File: config.mk
export PLATFORM = sky130hd
export DESIGN_NAME = rhcsf_front
export DESIGN_NICKNAME = d
export VERILOG_FILES = /design/src/rtl/core/rhcsf_pkg.sv /design/src/rtl/core/rhcsf_front.sv
export SDC_FILE = /design/constraint.sdc
export NUM_CORES = 1
export LEC_CHECK = 0
export BUFFER_PORTS_ARGS = -buffer_cell sky130_fd_sc_hd__buf_2
export CORE_MARGIN = 2
export CORE_UTILIZATION = 55
export DETAILED_ROUTE_END_ITERATION = 10
export GPL_TIMING_DRIVEN = 1
export PLACE_DENSITY = 0.7
export SYNTH_ARGS = -nofsm -noshare
export SYNTH_HDL_FRONTEND = slang
export SYNTH_SLANG_ARGS = --single-unit
File: constraint.sdc
create_clock -name clk -period 9.1 [get_ports clk]
set_input_delay 0.91 -clock clk [delete_from_list [all_inputs] [get_ports clk]]
set_output_delay 0.91 -clock clk [all_outputs]
set_load 0.005 [all_outputs]
File: src/rtl/core/rhcsf_pkg.sv
// shared types and constants for the rolling hash chunker
package rhcsf_pkg;

  localparam int REGIONS = 12;

  // configuration register indexes
  localparam logic [2:0] CFG_HASH_MULT  = 3'd0;
  localparam logic [2:0] CFG_DROP       = 3'd1;
  localparam logic [2:0] CFG_CHUNK      = 3'd2;
  localparam logic [2:0] CFG_WEIGHT_0   = 3'd3;
  localparam logic [2:0] CFG_WEIGHT_1   = 3'd4;
  localparam logic [2:0] CFG_WEIGHT_2   = 3'd5;
  localparam logic [2:0] CFG_WEIGHT_3   = 3'd6;

  // one classified byte handed from front to back
  typedef struct packed {
    logic [7:0]  data;
    logic [7:0]  old;
    logic [15:0] fill;
    logic        last;
    logic [47:0] start;
  } word_t;

  // configuration seen by the back end
  typedef struct packed {
    logic [63:0]      mult;
    logic [63:0]      drop;
    logic [15:0]      span;
    logic [3:0][63:0] weight;
  } cfg_t;

  typedef enum logic {F_RDY, F_WAIT} front_state_t;

  typedef enum logic [2:0] {B_IDLE, B_MUL, B_UPD, B_FEAT, B_DRAIN} back_state_t;

endpackage

File: src/rtl/core/rhcsf_front.sv
// front end: takes bytes, runs the window store and chunk counters
module rhcsf_front import rhcsf_pkg::*; #(
  parameter int WINDOW_BYTES = 32
) (
  input  logic        clk,
  input  logic        rst_n,
  input  logic        in_valid,
  output logic        in_stall,
  input  logic [7:0]  in_data_byte,
  input  logic [15:0] chunk_bytes,
  input  logic        q_full,
  output logic        q_push,
  output word_t       q_wdata
);

  localparam int SLOT_W = (WINDOW_BYTES > 1) ? $clog2(WINDOW_BYTES) : 1;

  front_state_t state_r, state_nxt;
  logic [7:0]        mem [WINDOW_BYTES];
  logic [WINDOW_BYTES-1:0] vld_r;
  logic [7:0]        rd_r;
  logic              vrd_r;
  logic [SLOT_W-1:0] slot_r;
  logic [15:0]       fill_r, fill_nxt;
  logic [47:0]       seen_r, seen_nxt;
  logic              last;

  assign fill_nxt = fill_r + 16'd1;
  assign seen_nxt = seen_r + 48'd1;
  assign last     = (fill_nxt == chunk_bytes);

  // next state
  always_comb begin
    state_nxt = state_r;
    unique case (state_r)
      F_RDY:  if (q_push) state_nxt = F_WAIT;
      F_WAIT: state_nxt = F_RDY;
      default: state_nxt = F_RDY;
    endcase
  end

  // outputs
  always_comb begin
    in_stall = 1'b1;
    unique case (state_r)
      F_RDY:  in_stall = q_full;
      F_WAIT: in_stall = 1'b1;
      default: in_stall = 1'b1;
    endcase
  end

  assign q_push        = in_valid && !in_stall;
  assign q_wdata.data  = in_data_byte;
  assign q_wdata.old   = vrd_r ? rd_r : 8'd0;
  assign q_wdata.fill  = fill_r;
  assign q_wdata.last  = last;
  assign q_wdata.start = seen_nxt - {32'd0, fill_nxt};

  // window memory, registered read at the current slot
  always_ff @(posedge clk) begin
    if (q_push) mem[slot_r] <= in_data_byte;
    rd_r <= mem[slot_r];
  end

  // control state
  always_ff @(posedge clk) begin
    if (!rst_n) begin
      state_r <= F_RDY;
      vld_r   <= '0;
      vrd_r   <= 1'b0;
      slot_r  <= '0;
      fill_r  <= '0;
      seen_r  <= '0;
    end else begin
      state_r <= state_nxt;
      vrd_r   <= vld_r[slot_r];
      if (q_push) begin
        vld_r[slot_r] <= 1'b1;
        slot_r <= (slot_r == SLOT_W'(WINDOW_BYTES - 1)) ? '0 : slot_r + 1'b1;
        fill_r <= last ? 16'd0 : fill_nxt;
        seen_r <= seen_nxt;
      end
    end
  end

endmodule

Word level (Yosys, flattened, before mapping)
Memory sizes are Yosys's and may differ from the RTL's. A register that Yosys moved wholly into a read port is not among the register bits.
Index checks and enable logic that the tools add are counted.

storage, ports and cells
  register bits = 103
  bits in writable memories = 256
  bits of input ports = 28
  output and inout port bits = 83
  logic and storage cells = 31
  memories = 1

memories
  memory  depth  bits a word  rd ports  clocked after memory_dff  wr ports  RTL line           RTL
  mem     32     8            1         1                         1         rhcsf_front.sv:19  logic [7:0] mem [WINDOW_BYTES];

cells by class
  add/subtract/negate cells = 4
  magnitude comparators = 2
  eq/ne operators = 2
  muxes and demuxes = 11
  bitwise logic cells = 2
  reduce and logical (&&, ||, !) cells = 3

operator list
  kind                     number
  $add A48 B1 Y48 const B  1
  $sub A48 B16 Y48         1
  $or A32 B32 Y32          1
  $add A16 B1 Y16 const B  1
  $eq A16 B16 Y1           1
  $mux W16                 1
  $mux W8                  1
  $lt A5 B6 Y1 const B     1
  $add A5 B1 Y5 const B    1
  $bmux W1 S5              1
  $demux W1 S5             1
  $eq A5 B5 Y1 const B     1
  $ge A5 B1 Y1 const B     1
  $mux W5                  1
  $mux W1                  4
  $pmux W1 S2              2
  $logic_and A1 B1 Y1      2
  $logic_not A1 Y1         1
  $not A1 Y1               1

Longest topological paths before layout
Gate-level depths: netlist of the first run.

  word-level depth = 6
  mapped depth = 18
  gate-level depth less buffers = 15

Least setup slack after synthesis of the first run
No wires, ideal clock.

  path type = register to output
  from = register seen_r[0]
  to = output port q_wdata[22] (netlist name)
  arrival = 3.411 ns
  data required time = 8.190 ns
  slack = 4.779 ns
  stages on the path, launching flop included = 16
  buffers on the path = 0
  cells stage by stage = dfxtp_1 ha_1 nand3_1 nor2_1 and3_1 xor2_1 ha_1 o21a_1 o211ai_1 a211oi_1 nor2_1 o21ai_1 nor3b_2 or4b_1 o21ai_1 xor2_1

RTL lines
  what                      RTL line           RTL
  start: declaration        rhcsf_front.sv:25  logic [47:0] seen_r, seen_nxt;
  start signal: assignment  rhcsf_front.sv:81  seen_r <= seen_nxt;
  end: declaration          rhcsf_front.sv:13  output word_t q_wdata

==> results of run 1 <==
==> power by group through the flow <==
stage | clock [mW] | combinational [mW] | sequential [mW]
floorplan | 0 | 0.182 | 1.83
CTS | 1.57 | 0.294 | 1.81
global route | 1.64 | 0.317 | 1.81
detailed placement | 0 | 0.291 | 1.84
global placement | 0 | 0.290 | 1.84
finish | 1.55 | 0.292 | 1.81
==> critical path: stages (launching register included) <==
cell and delay (ps):
dfxtp_1 430, ha_1 260, nand3_1 250, nor2_1 350, and3_1 240, xor2_1 180, ha_1 320, a21o_1 180
a31oi_1 300, o22ai_1 130, nor2_1 140, o21ba_2 170, nand3_2 190, nor3_4 320, o2111a_1 250, xnor2_1 150
buf_2 150
==> final cells by class <==
cell class	count	area [um2]
clock buffers	55	1077
inverters	21	78.83
well taps	396	495.5
flip-flops and latches	367	9917
fillers	2375	11480
clock inverters	14	171.4
repair buffers	115	588.1
multi-input cells	931	6944
==> cells in the mapped netlist, drive strengths merged (4+ instances only) <==
cell type	count	area [um2]
dfxtp	111	2222
mux2i	4	40.04
o21ai	39	195.2
a211oi	10	80.07
clkbuf	46	172.7
and2	19	118.9
xor2	74	648.1
nand3	46	240.2
nand2	100	377.9
nor2b	4	25.02
ha	21	262.8
a22oi	36	270.3
mux4	72	1622
nor2	191	716.9
nor3	29	161.4
or3	19	118.9
o21a	6	45.04
a21oi	31	155.2
o211ai	5	37.54
xnor2	78	683.2
nor4	10	77.57
inv	20	75.07
nand4	34	246.5
and3	22	137.6
buf	37	201.4
or2	9	58.81
a21o	6	45.04
edfxtp	256	7687
and4	12	105.1
nor3b	4	35.03
==> cell usage in the layout, fill, tap and decap left out, types with 19 or more instances in the layout <==
cell       netlist  layout
xnor2_1         78      78
and3_1          22      22
o21ai_0         36      36
a22oi_1         36      36
edfxtp_1       256     256
nand4_1         30      30
inv_1           19      19
mux4_2          72      72
clkbuf_16        0      40
nor3_1          27      27
a21oi_1         31      31
dfxtp_1        111     109
or3_1           19      19
nor2_1         191     191
xor2_1          74      74
nand3_1         44      44
buf_2           11     110
ha_1            21      21
nand2_1         99      99
==> sequential cells by signal, summed over array words and instances (netlist names) <==
signal,count
vld_r,32
vrd_r,1
fill_r,16
state_r,1
seen_r,48
rd_r,8
slot_r,5
mem,256
==> layer usage <==
metal / global-route usage [%] / part of all wire, % / wire length [um] / up-vias
li1: - / - / - / 5338
met5: 0 / 0 / 0 / -
met3: 3.790 / 6.7 / 2734 / 80
met2: 41.78 / 49 / 19890 / 433
met1: 33.73 / 42 / 17020 / 5633
met4: 7.772 / 2.8 / 1134 / 0
==> metrics by stage <==
stage	total power [mW]	instance area (um2)	cells
2_1_floorplan	2.013	17300	1402
3_3_place_gp	2.132	18020	1830
3_5_place_dp	2.134	18020	1830
4_1_cts	3.674	19270	1899
5_1_grt	3.767	19270	1899
6_report	3.645	19270	1899
==> cell families (layout without fill, tap and decap cells) <==
| group | count (synthesis) | count (layout) | share of synthesized area (%) |
|---|---|---|---|
| buf+inv | 104 | 205 | 2.618 |
| flops | 367 | 367 | 57.28 |
| mux | 76 | 76 | 9.604 |
| xor+xnor | 152 | 152 | 7.695 |
| fa+ha+maj | 22 | 22 | 1.634 |
| simple gates | 515 | 515 | 14.78 |
| compound gates | 166 | 166 | 6.393 |
==> worst paths after layout <==
| kind | startpoint | endpoint | depth (start not counted) |
|---|---|---|---|
| hold reg to reg | vld_r[2] | vld_r[2] | 2 |
| setup reg to reg | fill_r[0] | fill_r[11] | 9 |
| setup / recovery | seen_r[0] | q_wdata[47] | 16 |
| hold / removal | vld_r[2] | vld_r[2] | 2 |
==> metrics.md, run 1 <==
| Metric | Value |
|---|---|
| I/O Buffers | 110 |
| Power Internal | between 2 and 3 mW |
| Sequential share of the synthesized area | 57.28% |
| CP Launch Type | flip-flop |
| Primary FF master, synth | edfxtp_1 |
| Yosys reg bits | roughly 370 |
| Crit end category | output port |
| Combinational share of power | roughly 8.0% |
| Switching Share | 22.19% |
| Final Hold Violating Endpoints | 0 |
| 1st-iter DRT viols | 1072 |
| Layout cells sized above 1 | 17.90% |
| CP Data Arrival Time | 4530 ps |
| Num CTS Buffers | 38 |
| Clk pin slew, worst setup/hold paths | approximately 50 ps |
| # rows | 64 |
| Final min period | 5439 ps |
| Ports | 111 |
| Area delta synth->final | 11.40% |
| Syn_nets | 1452 |
| Die Ht | 181.4 um |
| Fmax | around 0.18 GHz |
| Flop-to-flop setup slack | approximately 5900 ps |
| RSZ-0062 raised after global routing | no |
| # diodes | 0 |
| CP Class | flip-flop to output port |
| Synth cell types | 80 |
| Finished Core Util | 62.68% |
| Mapped Cells | 1402 |
| Routed WL per cell | 21.47 um |
| Psw | 0.8088 mW |
| # clock sinks | 367 |
| Worst slew margin relative to its limit | 14.17% |
| Largest net degree at the start of global routing | approximately 90 |
| Die width | 181.4 um |
| Clk buf depth | 3 |
| Setup TNS | 0 ps |
| Vias in the first global route | around 11000 |
| Final slew viol count | 0 |
| Synth warnings | 0 |
| Final WS setup | 3661 ps |
| LEAKAGE | 6.599 nW |
| Final setup fails | 0 |
| Global-route wire length before repair | roughly 64000 um |
| Clock root cell | clkbuf_16 |
| CTS Hold Buffers Added | 0 |
| Number of synthesized flops with an enable pin | 256 |
| Clock Skew | approximately 27 ps |
| Count of nets after finishing | around 1500 |
| PwrDens | 189.2 nW/um2 |
| Gr usage total | 24.92% |
| Core Area | 30750 um2 |
| ANT nets after route | 0 |
| Syn_area_per_cell | about 12 um2 |
| Via density | 6.047 |
| Mapped Area | 17300 um2 |
| Worst-Margin Slew | 1278 ps |
| Initial antenna violation count | 0 |
| Post-CTS sizing | 0 |
| TritonCTS clock tree | yes |
| Initial cell density of the core | 56.26% |
| H-tree depth | 2 |
| DR pass1 iterations | 5 |
| Via count of the routed design | 11480 |
| DRC | 0 |
| Worst-path fanout max | 7 |
| Grt total ovfl | 0 |
| Hold crit path type | flip-flop to flip-flop |
| Max-cap viol count | 0 |
| Post-CTS setup buffers | 0 |
| Total wire length | roughly 41000 um |
| Worst skew pair latency | 530 ps |
| Worst path required time | ~8000 ps |
| VDD IR max | 0.1321 mV |
| Asr flop ratio synth | 0% |
| Clock power share | a little over two fifths |
| GPL Wtd Cong | 0.8852 |
| HPWL after DPL | 26040 um |
| Die ar. | 32890 um2 |
| Setup WS pre-CTS | ~4200 ps |
| Hold slack final | 463.8 ps |
| Final clock period utilization by the worst path | 59.77% |
| Status | completed |
| Sequential power share | approximately 50% |
Power figures use the tool's default switching activity.
==> run 2, diff against run 1 <==
--- a/config.mk
+++ b/config.mk
@@ -5,12 +5,13 @@
 export SDC_FILE = /design/constraint.sdc
 export NUM_CORES = 1
 export LEC_CHECK = 0
+export ABC_AREA = 1
 export BUFFER_PORTS_ARGS = -buffer_cell sky130_fd_sc_hd__buf_2
 export CORE_MARGIN = 2
 export CORE_UTILIZATION = 55
 export DETAILED_ROUTE_END_ITERATION = 10
 export GPL_TIMING_DRIVEN = 1
-export PLACE_DENSITY = 0.7
+export PLACE_DENSITY = 0.73
 export SYNTH_ARGS = -nofsm -noshare
 export SYNTH_HDL_FRONTEND = slang
 export SYNTH_SLANG_ARGS = --single-unit
==> constraint.sdc (replaced) <==
create_clock -name clk -period 4.75 [get_ports clk]
set_input_delay 0.475 -clock clk [delete_from_list [all_inputs] [get_ports clk]]
set_output_delay 0.475 -clock clk [all_outputs]
set_load 0.005 [all_outputs]
==> metrics.md, run 2 <==
| Metric | Value |
|---|---|
| Final setup fails | 0 (unchanged) |
| GPL Wtd Cong | 0.9007 (+1.8%) |
| Flop-to-flop setup slack | 1660 ps (-4230 ps) |
| Final Hold Violating Endpoints | 0 (unchanged) |
| Mapped Cells | 2208 (+57%) |
| Reg-to-reg endpoint | mem[22][7] |
| RSZ-0062 raised after global routing | no |
| PwrDens | 367.6 nW/um2 (+94%) |
| Final min period | 4236 ps |
| Initial cell density of the core | 55.74% (-0.52 points) |
| Final-layout fill cell count | 2839 (+20%) |
| Synth area leader | edfxtp_1 |
| Final Non-Filler Cells | 2765 (+46%) |
| Largest net degree at the start of global routing | 82 (-6.8%) |
| Global-route wire length before repair | 78120 um (+23%) |
| Worst slew margin relative to its limit | 35.28% (+21 points) |
| Via density | 5.608 (-7.3%) |
| Sequential cell area | 9915 um2 (about the same) |
| Multi-input logic area | 7585 um2 (+9.2%) |
| Worst-Margin Slew | 967.2 ps (-310.4 ps) |
| Reg with most FFs | mem |
| I/O Buffers | 110 (unchanged) |
| Count of nets after finishing | 2337 (+53%) |
| Min-Delay Endpoint | slot_r[0] |
| Main area contributors after synthesis | edfxtp_1, dfxtp_1, nand2_1 |
| RR Startpoint | slot_r[0] |
| Clock Skew | 25.49 ps (-1.442 ps) |
| Reg2reg path depth | 4 (-5) |
| Synth cell types | 46 (-43%) |
| Fmax | 0.2361 GHz |
| Ports | 111 (unchanged) |
| CP startpoint | fill_r[0] |
| Syn_nets | 2258 (+56%) |
| Area delta synth->final | 11.87% |
| # diodes | 0 (unchanged) |
| Synth warnings | 0 (unchanged) |
| Crit end category | output port |
| Total wire length | 50320 um (+23%) |
| Core Area | 33450 um2 (+8.8%) |
| Largest regs | mem: 256 flops, seen_r: 48 flops, vld_r: 32 flops |
| Via count of the routed design | 15510 (+35%) |
| DR pass1 iterations | 8 (+3) |
| LEAKAGE | 8.455 nW (+28%) |
| Worst-path fanout max | 7 (unchanged) |
| Die ar. | 35390 um2 (+7.6%) |
| Routed WL per cell | 18.20 um (-15%) |
| 1st-iter DRT viols | 1333 (+24%) |
| TritonCTS clock tree | yes |
| Final slew viol count | 0 (unchanged) |
| ANT nets after route | 0 (unchanged) |
| Max-cap viol count | 0 (unchanged) |
| Layout cells sized above 1 | 11.70% (-6.2 points) |
| Finished Cell Area | 20860 um2 (+8.2%) |
| Num CTS Buffers | 40 (+5.3%) |
| Asr flop ratio synth | 0% (unchanged) |
| HPWL after DPL | 34540 um (+33%) |
| Initial antenna violation count | 0 (unchanged) |
| CP Class | flip-flop to output port |
| Clk pin slew, worst setup/hold paths | 60 ps (about the same) |
| Grt total ovfl | 0 (unchanged) |
| Cell Area, Placed | 19500 um2 (+8.2%) |
| Commonest non-fill, non-tap cell in the layout | nand2_1 |
| Pwr Total | 7.667 mW (+110%) |
| Final clock period utilization by the worst path | 89.17% |
| Yosys reg bits | 367 (unchanged) |
| H-tree depth | 2 (unchanged) |
| Setup TNS | 0 ps (unchanged) |
| Post-CTS sizing | 0 (unchanged) |
| Status | completed |
| # rows | 67 (+4.7%) |
| Sequential share of the synthesized area | 53.15% (-4.1 points) |
| Placed cells | 2693 (+47%) |
| Worst path required time | 4280 ps (-3910 ps) |
| Worst skew pair latency | 560 ps (+30 ps) |
| VDD IR max | 0.4043 mV (+210%) |
| CP Launch Type | flip-flop |
| CTS Hold Buffers Added | 0 (unchanged) |
| Die width | 188.1 um (+3.7%) |
| Mapped Area | 18640 um2 (+7.8%) |
| Clk buf depth | 3 (unchanged) |
| Clock root cell | clkbuf_16 |
| DRC | 0 (unchanged) |
| Vias in the first global route | 14480 (+28%) |
| Post-CTS setup buffers | 0 (unchanged) |
| Die Ht | 188.1 um (+3.7%) |
| Primary FF master, synth | edfxtp_1 |
| Number of synthesized flops with an enable pin | 256 (unchanged) |
| Synth top cells by count | nand2_1, nor2_1, edfxtp_1 |
| Syn_area_per_cell | 8.444 um2 (-32%) |
| CP Data Arrival Time | 3760 ps (-770 ps) |
| Count leader, synth | nand2_1 |
| # clock sinks | 367 (unchanged) |
| HP Start | in_valid |
| Hold path depth | 4 (+2) |
| Hold crit path type | primary input to flip-flop |
| Synth top area share | 41.23% (-3.2 points) |
| Max reg flops | 256 (unchanged) |
| Most frequent cells in the layout | nand2_1, nor2_1, edfxtp_1, inv_1, o21ai_0 |
| Gr usage total | 28.11% (+3.2 points) |
| Finished Core Util | 62.35% (-0.32 points) |
run 2: changes by cell type after synthesis, sizes merged, moves of 21 or more:
cell    before  now
and3        22    1
inv         20  210
nor2       191  450
xnor2       78   11
o21ai       39  209
nand3       46  111
clkbuf      46   69
o22ai        3   73
a22oi       36    0
mux4        72    0
xor2        74   43
nand2      100  480
a21oi       31   62
run 2: how the worst max path moves through the flow:
stage                     slack [ps]  cells past startpoint          end
after global routing             190                     17  q_wdata[39]
after global placement          1210                     17  q_wdata[39]
after floorplan                 1590                     17  q_wdata[39]
after detailed placement        1090                     17  q_wdata[47]
after CTS                        520                     17  q_wdata[47]
final                            510                     17  q_wdata[47]
run 2: per-stage QoR:
step                hold slack [ps]  worst slack (ps)
finish                        340.5             514.4
global placement              444.7              1205
floorplan                     434.8              1588
detailed placement            454.2              1093
CTS                           338.6             518.0
global route                  365.6             188.1
run 2: per-layer routing:
layer	up-vias	global-route usage [%]	part of all wire, %
met1	7243	36.99	42
met4	0	10.81	3.4
li1	7540	-	-
met2	620	46.95	47
met3	103	4.342	7.6
met5	-	0	0
run 2: final cells by class:
type                    count  area share, %
repair buffers            123          3.108
well taps                 448          2.688
clock buffers              58          5.363
clock inverters            14          1.128
multi-input cells        1544          36.37
flip-flops and latches    367          47.54
inverters                 211          3.809
run 2: kinds of logic after synthesis:
logic type / Yosys count / synth area share, %
simple gates: 1089 / 25.14
xor+xnor: 56 / 2.778
fa+ha+maj: 22 / 1.517
compound gates: 377 / 11.23
buf+inv: 297 / 6.181
flops: 367 / 53.15
run 2: where the power goes:
group	leakage, nW	internal (mW)	switching [mW]
Combinational	4.59	0.328	0.635
Sequential	3.21	3.46	0.0540
Clock	0.657	1.92	1.26
Total	8.46	5.71	1.95
run 2: critical path, stage by stage (launching register included):
cell and delay [ps]:
dfxtp_1 430, ha_1 300, nand2_1 100, nor2_1 220, nand2_1 100, or2_2 290
nand2_1 110, inv_1 60, ha_1 330, a21oi_1 250, o21ai_0 160, a21oi_1 160
nand2_1 110, nand2_2 150, nand3b_4 130, o21ai_1 150, nand2_1 60, buf_2 120
