**src/rtl/core/rhcsf_pkg.sv**
```systemverilog
// shared types and constants for the rolling hash chunker
package rhcsf_pkg;

  localparam int REGIONS = 12;

  // configuration register indexes
  localparam logic [2:0] CFG_HASH_MULT  = 3'd0;
  localparam logic [2:0] CFG_DROP       = 3'd1;
  localparam logic [2:0] CFG_CHUNK      = 3'd2;
  localparam logic [2:0] CFG_WEIGHT_0   = 3'd3;
  localparam logic [2:0] CFG_WEIGHT_1   = 3'd4;
  localparam logic [2:0] CFG_WEIGHT_2   = 3'd5;
  localparam logic [2:0] CFG_WEIGHT_3   = 3'd6;

  // one classified byte handed from front to back
  typedef struct packed {
    logic [7:0]  data;
    logic [7:0]  old;
    logic [15:0] fill;
    logic        last;
    logic [47:0] start;
  } word_t;

  // configuration seen by the back end
  typedef struct packed {
    logic [63:0]      mult;
    logic [63:0]      drop;
    logic [15:0]      span;
    logic [3:0][63:0] weight;
  } cfg_t;

  typedef enum logic {F_RDY, F_WAIT} front_state_t;

  typedef enum logic [2:0] {B_IDLE, B_MUL, B_UPD, B_FEAT, B_DRAIN} back_state_t;

endpackage

```
**src/rtl/core/rhcsf_queue.sv**
```systemverilog
// two-entry queue between front and back
module rhcsf_queue import rhcsf_pkg::*; (
  input  logic  clk,
  input  logic  rst_n,
  input  logic  push,
  input  word_t wdata,
  input  logic  pop,
  output word_t rdata,
  output logic  full,
  output logic  empty
);

  word_t      ent_r [2];
  logic       wp_r, rp_r;
  logic [1:0] cnt_r;

  assign full  = (cnt_r == 2'd2);
  assign empty = (cnt_r == 2'd0);
  assign rdata = ent_r[rp_r];

  // entry storage
  always_ff @(posedge clk) begin
    if (push) ent_r[wp_r] <= wdata;
  end

  // pointers and count
  always_ff @(posedge clk) begin
    if (!rst_n) begin
      wp_r  <= 1'b0;
      rp_r  <= 1'b0;
      cnt_r <= 2'd0;
    end else begin
      if (push) wp_r <= ~wp_r;
      if (pop)  rp_r <= ~rp_r;
      cnt_r <= cnt_r + {1'b0, push} - {1'b0, pop};
    end
  end

endmodule

```
**config.mk**
```make
export PLATFORM = sky130hd
export DESIGN_NAME = rhcsf_queue
export DESIGN_NICKNAME = d
export VERILOG_FILES = /design/src/rtl/core/rhcsf_pkg.sv /design/src/rtl/core/rhcsf_queue.sv
export SDC_FILE = /design/constraint.sdc
export NUM_CORES = 1
export LEC_CHECK = 0
export ABC_AREA = 1
export BUFFER_PORTS_ARGS = -buffer_cell sky130_fd_sc_hd__buf_2
export CORE_MARGIN = 2
export CORE_UTILIZATION = 40
export DETAILED_ROUTE_END_ITERATION = 10
export SETUP_SLACK_MARGIN = 0.02
export SKIP_LAST_GASP = 1
export SYNTH_ARGS = -nofsm -noshare
export SYNTH_HDL_FRONTEND = slang
export SYNTH_SLANG_ARGS = --single-unit
```
**constraint.sdc**
```tcl
create_clock -name clk -period 5.62 [get_ports clk]
set_clock_uncertainty 0.2 [all_clocks]
set_input_delay 0.843 -clock clk [delete_from_list [all_inputs] [get_ports clk]]
set_output_delay 0.843 -clock clk [all_outputs]
set_load 0.1 [all_outputs]
```
**Word level (Yosys, flattened, before mapping)**

Memory sizes are Yosys's and may differ from the RTL's. A register that Yosys moved wholly into a read port is not among the register bits.
Cells that the tools add are included.

- Logic and storage cells: 14
- Output and inout bits: 83
- Bits of input ports: 85
- Bits in writable memories: 162
- Memories kept: 1
- Register bits: 4

- Add/sub/neg operators: 2
- Equality and inequality tests: 1
- Reduce and logical (&&, ||, !) cells: 1
- Multiplexer cells: 4
- Bitwise gates (word level): 2

Memories:

| name | words | width | rd ports | clocked after Yosys merged registers in | wr ports | line | source |
|---|---|---|---|---|---|---|---|
| ent_r | 2 | 81 | 1 | 1 | 1 | rhcsf_queue.sv:13 | `word_t ent_r [2];` |

Operators with widths:

| kind | number |
|---|---|
| $mux W1 | 4 |
| $add A2 B1 Y2 | 1 |
| $eq A2 B2 Y1 const B | 1 |
| $logic_not A2 Y1 | 1 |
| $not A1 Y1 | 2 |
| $sub A2 B1 Y2 | 1 |

**Logic depth before layout (Yosys ltp)**

Gate-level depths: netlist of the first run.

- Depth in word-level cells: 3
- Mapped depth: 9
- Depth with buffers taken out: 9

**Worst setup path before layout of the first run**

Ideal clock, no wire load.

- Path type: input to register
- Start: in push
- End: mem ent_r[0][0] (netlist name), enable pin
- Stages: 2
- Setup slack: 0.621 ns
- Path buffers: 0
- Data arrival time: 4.276 ns
- Library setup time: 0.523 ns
- Data required time: 4.897 ns
- Cells stage by stage: inv_1 nor2_1

- Longest elaborated chain between the ends: 2

Ends and longest elaborated chain:

| element | line | source |
|---|---|---|
| from (decl) | rhcsf_queue.sv:5 | `input logic push,` |
| $mux W1 | rhcsf_queue.sv:23 | `if (push) ent_r[wp_r] <= wdata;` |
| $mux W1 (implied by the code) | rhcsf_queue.sv:23 |  |
| to (decl) | rhcsf_queue.sv:13 |  |

No other way between the ends.

==> results.txt, run 1 <==
----------------------------------------------------
[Outcome]
  Outcome ... completed

[Critical path]
  Kind of start point of the critical path ... flip-flop
  CP Class ... flip-flop to primary output
  Cells on worst reg2reg path ... 3
  Critical-path cell list ... buf_4 -> mux2_4 -> buf_2
  Arrival time of data at the critical path endpoint ... around 2.5 ns
  Maximum fanout along the worst path ... 44
  Element type at the critical path end ... primary output
  Critical-path cell with the highest stage delay ... sky130_fd_sc_hd__dfxtp_4
  Critical Path Max Stage Delay ... 0.91 ns
  R2r setup slk ... 3.36 ns
  Data required time of the worst path ... 4.58 ns

[Detailed routing]
  Count of TritonRoute iterations in the first routing pass ... 4
  Top Metal Used ... met4
  Amount of wire on met3 after detailed routing ... ~830 µm
  Total Routed Length ... 11210 µm
  Wire length on met1 ... 4392 µm
  Via total after detailed routing ... 3132
  Drt drc ... 0
  Iteration-0 DRC count of the detailed router ... 134
  DR WL met2 ... 5761 µm
  Vias per inst ... 4.519
  Number of routed nets with antenna violations ... 0
  Routed WL per cell ... 16.17 µm

[STA]
  Post-route fraction of the period consumed by the critical path ... 0.6275
  Slew of the pin with the lowest slew margin ... 0.9614 ns
  Period minus WS final ... 3.527 ns
  Setup violation total in the final timing report ... 0
  Relative slew margins ... 0.3575
  Setup repair after global routing missed its margin ... false
  Final count of hold timing violations ... 0
  Final max-slew violation count ... 0
  Peak Freq ... around 280 MHz
  Setup total negative slack ... 0 ns

[Synth]
  Post-synth cell types ... 12
  Most used standard cells in the synthesized netlist ... sky130_fd_sc_hd__edfxtp_1 (162), sky130_fd_sc_hd__mux2_4 (80), sky130_fd_sc_hd__nor2_1 (9), sky130_fd_sc_hd__buf_12 (8), sky130_fd_sc_hd__nand2_1 (8)
  Most common flop cell mapped by yosys ... sky130_fd_sc_hd__edfxtp_1
  Mapped Nets ... 372
  Average instance area after synthesis ... 22.71 µm²
  EDFF count, synth ... 162
  Async set-reset flop share out of synthesis ... 0
  Yosys synthesis warning count ... 0
  Leading cell type by number of instances after synthesis ... sky130_fd_sc_hd__edfxtp_1
  Register area share after synthesis ... 0.7669
  Top post-synthesis cells by area ... sky130_fd_sc_hd__edfxtp_1 (75%), sky130_fd_sc_hd__mux2_4 (19%), sky130_fd_sc_hd__buf_12 (2.5%), sky130_fd_sc_hd__dfxtp_1 (1.5%), sky130_fd_sc_hd__nor2_1 (0.52%)
  Cell accounting for the most synthesized area ... sky130_fd_sc_hd__edfxtp_1
  Synthesized netlist cell count ... ~290
  Post-synthesis register bit count ... 167
  Syn Std Cell Area ... 6474 µm²
  Post-synth top area share ... 0.7514

[Clock network]
  Cts bufs inserted ... 17
  Number of buffers on the longest clock path ... 2
  Clock transition at the registers of the reported paths ... 0.06 ns
  Num Clock Sinks ... 167
  Post-CTS Setup Bufs ... 0
  CTS tree ... done
  Total number of H-tree levels ... 4
  Number of gates given a new drive strength after cts ... 0
  Insertion delay to the later sink of the worst-skew pair ... around 0.41 ns
  Clock tree root buffer cell ... sky130_fd_sc_hd__clkbuf_16
  Number of hold buffers added after cts ... 0

[Final layout]
  Layout overhead on the synthesized area ... 23.71%
  Filler instances ... about 1300
  # diodes ... 0
  Area of all placed cells without fillers ... 8009 µm²
  Share of post-route cells with drive strength above 1 ... 0.5870
  Final nets ... 553

[Floorplan]
  Effective utilization at floorplan ... 0.4090
  Die span in y ... 131.2 µm
  Chip Width ... 131.2 µm
  Full die area ... 17220 µm²
  Core region area ... 15830 µm²
  Num rows ... 46
  Io pins ... 168

[Placed design]
  Final Wtd Congestion ... approximately 0.69
  Detailed placer's ending HPWL ... 7358 µm
  Post-placement cell area ... around 7500 µm²
  IO Port Bufs ... 167

[Flow run]
  Max-cap check violation count ... 0

[Min path]
  Cell depth of the worst min-delay path ... 2
  Min-Delay Path Class ... flip-flop to flip-flop

[Pwr]
  Leak Pwr ... roughly 3.2 nW
  Pwr dens ... 400.1 nW/µm²
  Worst ir drop on vdd ... 185.4 µV

[Global routing]
  Total global-route track usage ... 0.1348
  Congestion Overflow GR ... 0
  Global-route wire length before repair ... 17640 µm
  Number of antenna violations at the first check in global routing ... 0
  Vias in the first global route ... 3350
  Largest net degree at the start of global routing ... 52

----------------------------------------------------
power breakdown:
| group | switching, mW | internal [mW] | leakage (nW) |
|---|---|---|---|
| Clock | 0.430 | 0.645 | 0.256 |
| Sequential | 0.0310 | 1.44 | 1.56 |
| Combinational | 0.508 | 0.148 | 1.38 |
| Total | 0.969 | 2.24 | 3.20 |
cell usage in the layout, fill, tap and decap left out, drive strengths merged:
master and instances:
ha 2, inv 6, clkinv 5, a21oi 1
dfxtp 5, buf 171, edfxtp 162, bufinv 2
mux2 81, clkbuf 21, clkinvlp 3, nor2 9
nand2 8, nand3 1
worst max-delay path, delay by kind of cell, from the launching register on:
family	cells	cell delay [ns]
multiplexers	1	0.22
buffers and inverters	2	0.92
flip-flops	1	0.91
layer usage:
layer,vias to the layer above,track usage
li1,1468,-
met1,1533,0.1510
met2,115,0.2310
met3,16,0.04900
met4,0,0.06039
met5,-,0
flip-flops by register name, indices dropped and copies added (netlist names), named ones only:
name   count
ent_r    162
cnt_r      2
rp_r       1
wp_r       1
cell type report:
cell class	count	area (µm²)	area share
multi-input combinational	102	1319	0.1647
tap	216	270.3	0.03374
sequential	167	4969	0.6204
timing repair buffer	171	878.3	0.1097
clock buffer	21	440.4	0.05499
clock inverter	9	105.1	0.01312
inverter	7	27.53	0.003437
cell families (layout without fill, tap and decap cells):
| logic type | count (synthesis) | count (layout) | share of synthesized area |
|---|---|---|---|
| flip-flops | 167 | 167 | 0.7669 |
| multiplexers | 81 | 81 | 0.1873 |
| AND/OR/NAND/NOR | 18 | 18 | 0.01063 |
| buffers and inverters | 16 | 208 | 0.03054 |
| adder cells (fa/ha/maj) | 2 | 2 | 0.003865 |
| AO/OA/AOI/OAI | 1 | 1 | 0.0007724 |
stage by stage:
stage               hold WS, ns  cells  worst slack (ns)  utilization  power, mW
detailed placement       0.2927    663             2.462       0.4715      2.162
floorplan                0.2635    285            0.6207            -      2.071
CTS                      0.3069    693             2.007       0.5060      3.245
global route             0.3399    693             1.949       0.5060      3.313
global placement         0.2727    663             2.509       0.4715      2.153
finish                   0.2953    693             2.093       0.5060      3.204
final timing paths:
| path | start | end |
|---|---|---|
| max | flip-flop | rdata[51] |
| min | rp_r | rp_r |
| max reg2reg | wp_r | ent_r[1][68] |
| min reg2reg | rp_r | rp_r |
Power figures use the tool's default switching activity.
==> inputs of run 2 (changes only) <==
- PLACE_DENSITY: default -> 0.66
- clock period: 5.62 -> 2.9 ns (I/O delays scaled with it)
==> results.txt, run 2 (synthesis gave the netlist of run 1 again) <==
----------------------------------------------------
[Outcome]
  Outcome ... completed

[Flow run]
  Max-cap check violation count ... 0 (unchanged)

[STA]
  Setup violation total in the final timing report ... 0 (unchanged)
  Period minus WS final ... 2.402 ns
  Relative slew margins ... 0.6488 (+0.2913)
  Final count of hold timing violations ... 0 (unchanged)
  Setup total negative slack ... 0 ns (unchanged)
  Final max-slew violation count ... 0 (unchanged)
  Post-route fraction of the period consumed by the critical path ... 0.8282
  Peak Freq ... 416.4 MHz
  Setup repair after global routing missed its margin ... false
  Slew of the pin with the lowest slew margin ... 0.5304 ns (-0.4311 ns)

[Final layout]
  # diodes ... 0 (unchanged)
  Share of post-route cells with drive strength above 1 ... 0.5063 (-0.08074)
  Flip-flop count of the largest register after layout ... 162 (unchanged)
  Registers with the most flip-flops ... ent_r: 162 flops, cnt_r: 2 flops
  Area of all placed cells without fillers ... 8894 µm² (+11%)
  Layout overhead on the synthesized area ... 37.38%
  Biggest register ... ent_r
  Commonest cells after routing, fill and taps aside ... sky130_fd_sc_hd__buf_2 (167), sky130_fd_sc_hd__edfxtp_1 (162), sky130_fd_sc_hd__mux2_4 (80)
  Final nets ... 633 (+14%)
  Filler instances ... 1242 (-6.5%)
  Most common library cell in the layout ignoring fill and taps ... sky130_fd_sc_hd__buf_2

[Global routing]
  Congestion Overflow GR ... 0 (unchanged)
  Number of antenna violations at the first check in global routing ... 0 (unchanged)
  Vias in the first global route ... 3708 (+11%)
  Total global-route track usage ... 0.1406 (+0.005757)
  Global-route wire length before repair ... 18510 µm (+4.9%)
  Largest net degree at the start of global routing ... 73 (+40%)

[Clock network]
  CTS tree ... done
  Num Clock Sinks ... 167 (unchanged)
  Number of buffers on the longest clock path ... 2 (unchanged)
  Clock tree root buffer cell ... sky130_fd_sc_hd__clkbuf_16
  Cts bufs inserted ... 17 (unchanged)
  Clock transition at the registers of the reported paths ... 0.06 ns (about the same)
  Insertion delay to the later sink of the worst-skew pair ... 0.41 ns (about the same)
  Total number of H-tree levels ... 4 (unchanged)
  Number of gates given a new drive strength after cts ... 0 (unchanged)

[Critical path]
  Critical Path Max Stage Delay ... 0.41 ns (-0.50 ns)
  Maximum fanout along the worst path ... 45 (+2.3%)
  Critical-path cell with the highest stage delay ... sky130_fd_sc_hd__buf_2
  Element type at the critical path end ... primary output
  CP Class ... flip-flop to primary output
  Arrival time of data at the critical path endpoint ... 1.77 ns (-0.71 ns)
  Critical-path cell list ... buf_12 -> mux2_4 -> buf_2
  Data required time of the worst path ... 2.27 ns (-2.31 ns)
  Kind of start point of the critical path ... flip-flop
  Count of buffer and inverter cells on the critical path ... 2 (unchanged)
  CP top delay family ... buffers and inverters

[Floorplan]
  Die span in y ... 131.2 µm (unchanged)
  Effective utilization at floorplan ... 0.4090 (unchanged)
  Core region area ... 15830 µm² (unchanged)
  Full die area ... 17220 µm² (unchanged)
  Io pins ... 168 (unchanged)
  Num rows ... 46 (unchanged)
  Chip Width ... 131.2 µm (unchanged)

[Pwr]
  Worst ir drop on vdd ... 428.4 µV (+130%)
  Pwr dens ... 728.2 nW/µm² (+82%)
  Leak Pwr ... 3.572 nW (+12%)

[Detailed routing]
  Total Routed Length ... 11800 µm (+5.3%)
  Count of TritonRoute iterations in the first routing pass ... 4 (unchanged)
  Number of routed nets with antenna violations ... 0 (unchanged)
  Via total after detailed routing ... 3405 (+8.7%)
  Vias per inst ... 4.394 (-2.8%)
  Iteration-0 DRC count of the detailed router ... 194 (+45%)
  Routed WL per cell ... 15.23 µm (-5.8%)
  Drt drc ... 0 (unchanged)

[Placed design]
  IO Port Bufs ... 167 (unchanged)
  Detailed placer's ending HPWL ... 7144 µm (-2.9%)
  Final Wtd Congestion ... 0.6603 (-4.7%)
  Post-placement cell area ... 7508 µm² (+0.60%)

[Min path]
  Min-Delay Path Class ... primary input to flip-flop

----------------------------------------------------
## run 2: layer usage
metal,GRT usage,share of wire,vias to the layer above,routed length (µm)
met4,0.05918,0.019,0,223
met2,0.2427,0.52,116,6102
met3,0.05710,0.061,17,724
li1,-,-,1633,-
met5,0,0,-,0
met1,0.1534,0.40,1639,4752
## run 2: worst paths after layout
kind	startpoint	endpoint	slack, ns	depth (start not counted)
worst max-delay path	flip-flop	rdata[41]	0.50	3
worst min-delay path	wdata[41]	ent_r[1][41]	0.03	1
worst max register to register	wp_r	ent_r[0][79]	1.22	2
worst min register to register	rp_r	rp_r	0.31	2
## run 2: final cells by class
cell class	instances	area, µm²	share of cell area
timing repair buffer	251	1714	0.1927
sequential	167	4969	0.5587
tap	216	270.3	0.03039
multi-input combinational	102	1319	0.1483
clock buffer	24	471.7	0.05304
clock inverter	8	122.6	0.01379
inverter	7	27.53	0.003095
## run 2: timing repair
| item | in CTS | in global routing |
|---|---|---|
| setup buffers | 0 | 0 |
| hold endpoints to repair | 144 | 10 |
| hold buffers | 74 | 5 |
## run 2: through the flow
| step | power, mW | setup WS, ns | util | instances | hold slack [ns] |
|---|---|---|---|---|---|
| after floorplan | 4.008 | 0.1869 | - | 285 | 0.2635 |
| after global placement | 4.173 | 0.9273 | 0.4744 | 664 | 0.2797 |
| after detailed placement | 4.191 | 0.9238 | 0.4744 | 664 | 0.3023 |
| after CTS | 6.534 | 0.4663 | 0.5587 | 770 | 0.0002160 |
| after global routing | 6.708 | 0.4189 | 0.5619 | 775 | 0.004590 |
| final | 6.476 | 0.4982 | 0.5619 | 775 | 0.02651 |
## run 2: power by group
part           switching [mW]  leakage [nW]  internal (mW)
Sequential             0.0357          1.56           2.79
Clock                   0.859         0.280           1.40
Combinational            1.03          1.73          0.363
Total                    1.92          3.57           4.55
==> inputs of run 3 (changes only) <==
- PLACE_DENSITY: 0.66 -> default
- clock period: 2.9 -> 2.5 ns (I/O delays scaled with it)
==> results.txt, run 3 (synthesis gave the netlist of run 1 again) <==
----------------------------------------------------
[STA]
  Post-route worst setup slack ... 0.2148 ns (-0.2834 ns)
  Peak Freq ... 437.6 MHz
  Period minus WS final ... 2.285 ns
  Post-route fraction of the period consumed by the critical path ... 0.9141
  Final max-slew violation count ... 0 (unchanged)
  Setup repair after global routing missed its margin ... false
  Slew of the pin with the lowest slew margin ... 0.5018 ns (-0.02857 ns)
  Relative slew margins ... 0.6678 (+0.01892)
  Final count of hold timing violations ... 0 (unchanged)
  Setup violation total in the final timing report ... 0 (unchanged)
  Setup total negative slack ... 0 ns (unchanged)

[Clock network]
  Total number of H-tree levels ... 4 (unchanged)
  Num Clock Sinks ... 167 (unchanged)
  Cts bufs inserted ... 17 (unchanged)
  Insertion delay to the later sink of the worst-skew pair ... 0.41 ns (about the same)
  Clock transition at the registers of the reported paths ... 0.06 ns (about the same)
  Number of buffers on the longest clock path ... 2 (unchanged)
  Number of gates given a new drive strength after cts ... 0 (unchanged)
  CTS tree ... done
  Clock tree root buffer cell ... sky130_fd_sc_hd__clkbuf_16

[Pwr]
  Worst ir drop on vdd ... 426.4 µV (-0.47%)
  Pwr dens ... 826.6 nW/µm² (+14%)
  Leak Pwr ... 3.894 nW (+9.0%)

[Critical path]
  Kind of start point of the critical path ... flip-flop
  Element type at the critical path end ... primary output
  Maximum fanout along the worst path ... 22 (-51%)
  Cells on worst reg2reg path ... 8 (+6)
  Arrival time of data at the critical path endpoint ... 1.71 ns (-0.06 ns)
  Startpoint of the lowest-slack register-to-register path ... cnt_r[0]
  CP Class ... flip-flop to primary output
  Worst flop-to-flop path endpoint ... cnt_r[1]
  Data required time of the worst path ... 1.92 ns (-0.35 ns)
  R2r setup slk ... 1.00 ns (-0.22 ns)

[Detailed routing]
  Total Routed Length ... 12200 µm (+3.3%)
  Routed WL per cell ... 15.64 µm (+2.7%)
  Iteration-0 DRC count of the detailed router ... 223 (+15%)
  Vias per inst ... 4.451 (+1.3%)
  Via total after detailed routing ... 3472 (+2.0%)
  Count of TritonRoute iterations in the first routing pass ... 4 (unchanged)
  Drt drc ... 0 (unchanged)
  Number of routed nets with antenna violations ... 0 (unchanged)

[Global routing]
  Largest net degree at the start of global routing ... 60 (-18%)
  Congestion Overflow GR ... 0 (unchanged)
  Total global-route track usage ... 0.1480 (+0.007444)
  Number of antenna violations at the first check in global routing ... 0 (unchanged)
  Global-route wire length before repair ... 19490 µm (+5.3%)
  Vias in the first global route ... 3882 (+4.7%)

[Final layout]
  Final nets ... 638 (+0.79%)
  Biggest register ... ent_r
  Layout overhead on the synthesized area ... 50.48%
  Share of post-route cells with drive strength above 1 ... 0.5053 (-0.0009420)
  Non-filler cells, final ... 780 (+0.65%)
  Commonest cells after routing, fill and taps aside ... sky130_fd_sc_hd__edfxtp_1 (162), sky130_fd_sc_hd__buf_2 (118), sky130_fd_sc_hd__dlygate4sd3_1 (82)
  Registers with the most flip-flops ... ent_r: 162 flops, cnt_r: 2 flops
  Most common library cell in the layout ignoring fill and taps ... sky130_fd_sc_hd__edfxtp_1
  Filler instances ... 1160 (-6.6%)
  # diodes ... 0 (unchanged)
  Flip-flop count of the largest register after layout ... 162 (unchanged)

[Min path]
  Hold path startpoint ... push
  Worst hold path endpoint ... wp_r
  Cell depth of the worst min-delay path ... 3 (+2)
  Min-Delay Path Class ... primary input to flip-flop

[Floorplan]
  Chip Width ... 131.2 µm (unchanged)
  Effective utilization at floorplan ... 0.4090 (unchanged)
  Die span in y ... 131.2 µm (unchanged)
  Core region area ... 15830 µm² (unchanged)
  Io pins ... 168 (unchanged)
  Num rows ... 46 (unchanged)
  Full die area ... 17220 µm² (unchanged)

[Placed design]
  Final Wtd Congestion ... 0.6667 (+0.97%)
  IO Port Bufs ... 167 (unchanged)
  Post-Place Setup Slack ... 0.6352 ns (-0.2886 ns)
  Detailed placer's ending HPWL ... 7935 µm (+11%)
  Number of instances in the placed design ... 666 (+0.30%)

[Flow run]
  Max-cap check violation count ... 0 (unchanged)

[Outcome]
  Outcome ... completed

----------------------------------------------------
-- run 3: stage by stage --
| stage | hold slack, ns | total power [mW] | utilization | cell area (µm²) |
|---|---|---|---|---|
| 2_1_floorplan | 0.2635 | 4.648 | - | 6485 |
| 3_3_place_gp | 0.2838 | 5.120 | 0.5220 | 8262 |
| 3_5_place_dp | 0.3148 | 5.145 | 0.5220 | 8262 |
| 4_1_cts | 0.02315 | 8.148 | 0.6155 | 9742 |
| 5_1_grt | 0.04558 | 8.321 | 0.6155 | 9742 |
| 6_report | 0.04786 | 8.053 | 0.6155 | 9742 |
-- run 3: power by group --
part	switching [mW]	internal, mW
clock	1.01	1.87
sequential	0.0419	3.24
combinational	1.24	0.652
-- run 3: how the worst max path moves through the flow --
stage                        to  depth (start not counted)
floorplan           ent_r[1][0]                          2
global placement      rdata[22]                          3
detailed placement    rdata[55]                          3
CTS                   rdata[53]                          3
global route          rdata[34]                          3
finish                rdata[55]                          3
-- run 3: area by class of cell --
| type | count | area [µm²] | share of cell area |
|---|---|---|---|
| multi-input cells | 102 | 1319 | 0.1354 |
| repair buffers | 256 | 2495 | 0.2561 |
| clock buffers | 19 | 432.9 | 0.04444 |
| inverters | 7 | 30.03 | 0.003082 |
| well taps | 216 | 270.3 | 0.02774 |
| flip-flops and latches | 167 | 4969 | 0.5100 |
| clock inverters | 13 | 226.5 | 0.02325 |
-- run 3: what timing repair did --
item,in CTS,in global routing
buffers inserted,0,0
hold endpoints to repair,164,0
hold buffers,82,0
-- run 3: routing by layer --
| metal | GRT usage | wire, µm | up-vias | part of all wire |
|---|---|---|---|---|
| met3 | 0.04244 | 555 | 16 | 0.046 |
| met1 | 0.1613 | 4769 | 1709 | 0.39 |
| met2 | 0.2687 | 6655 | 106 | 0.55 |
| met4 | 0.06341 | 217 | 0 | 0.018 |
| li1 | - | - | 1641 | - |
| met5 | 0 | 0 | - | 0 |
-- run 3: critical path, stage by stage, from the launching register on --
cell and delay, ns:
sky130_fd_sc_hd__dfxtp_4 0.38, sky130_fd_sc_hd__buf_4 0.38, sky130_fd_sc_hd__mux2_4 0.36, sky130_fd_sc_hd__buf_12 0.17
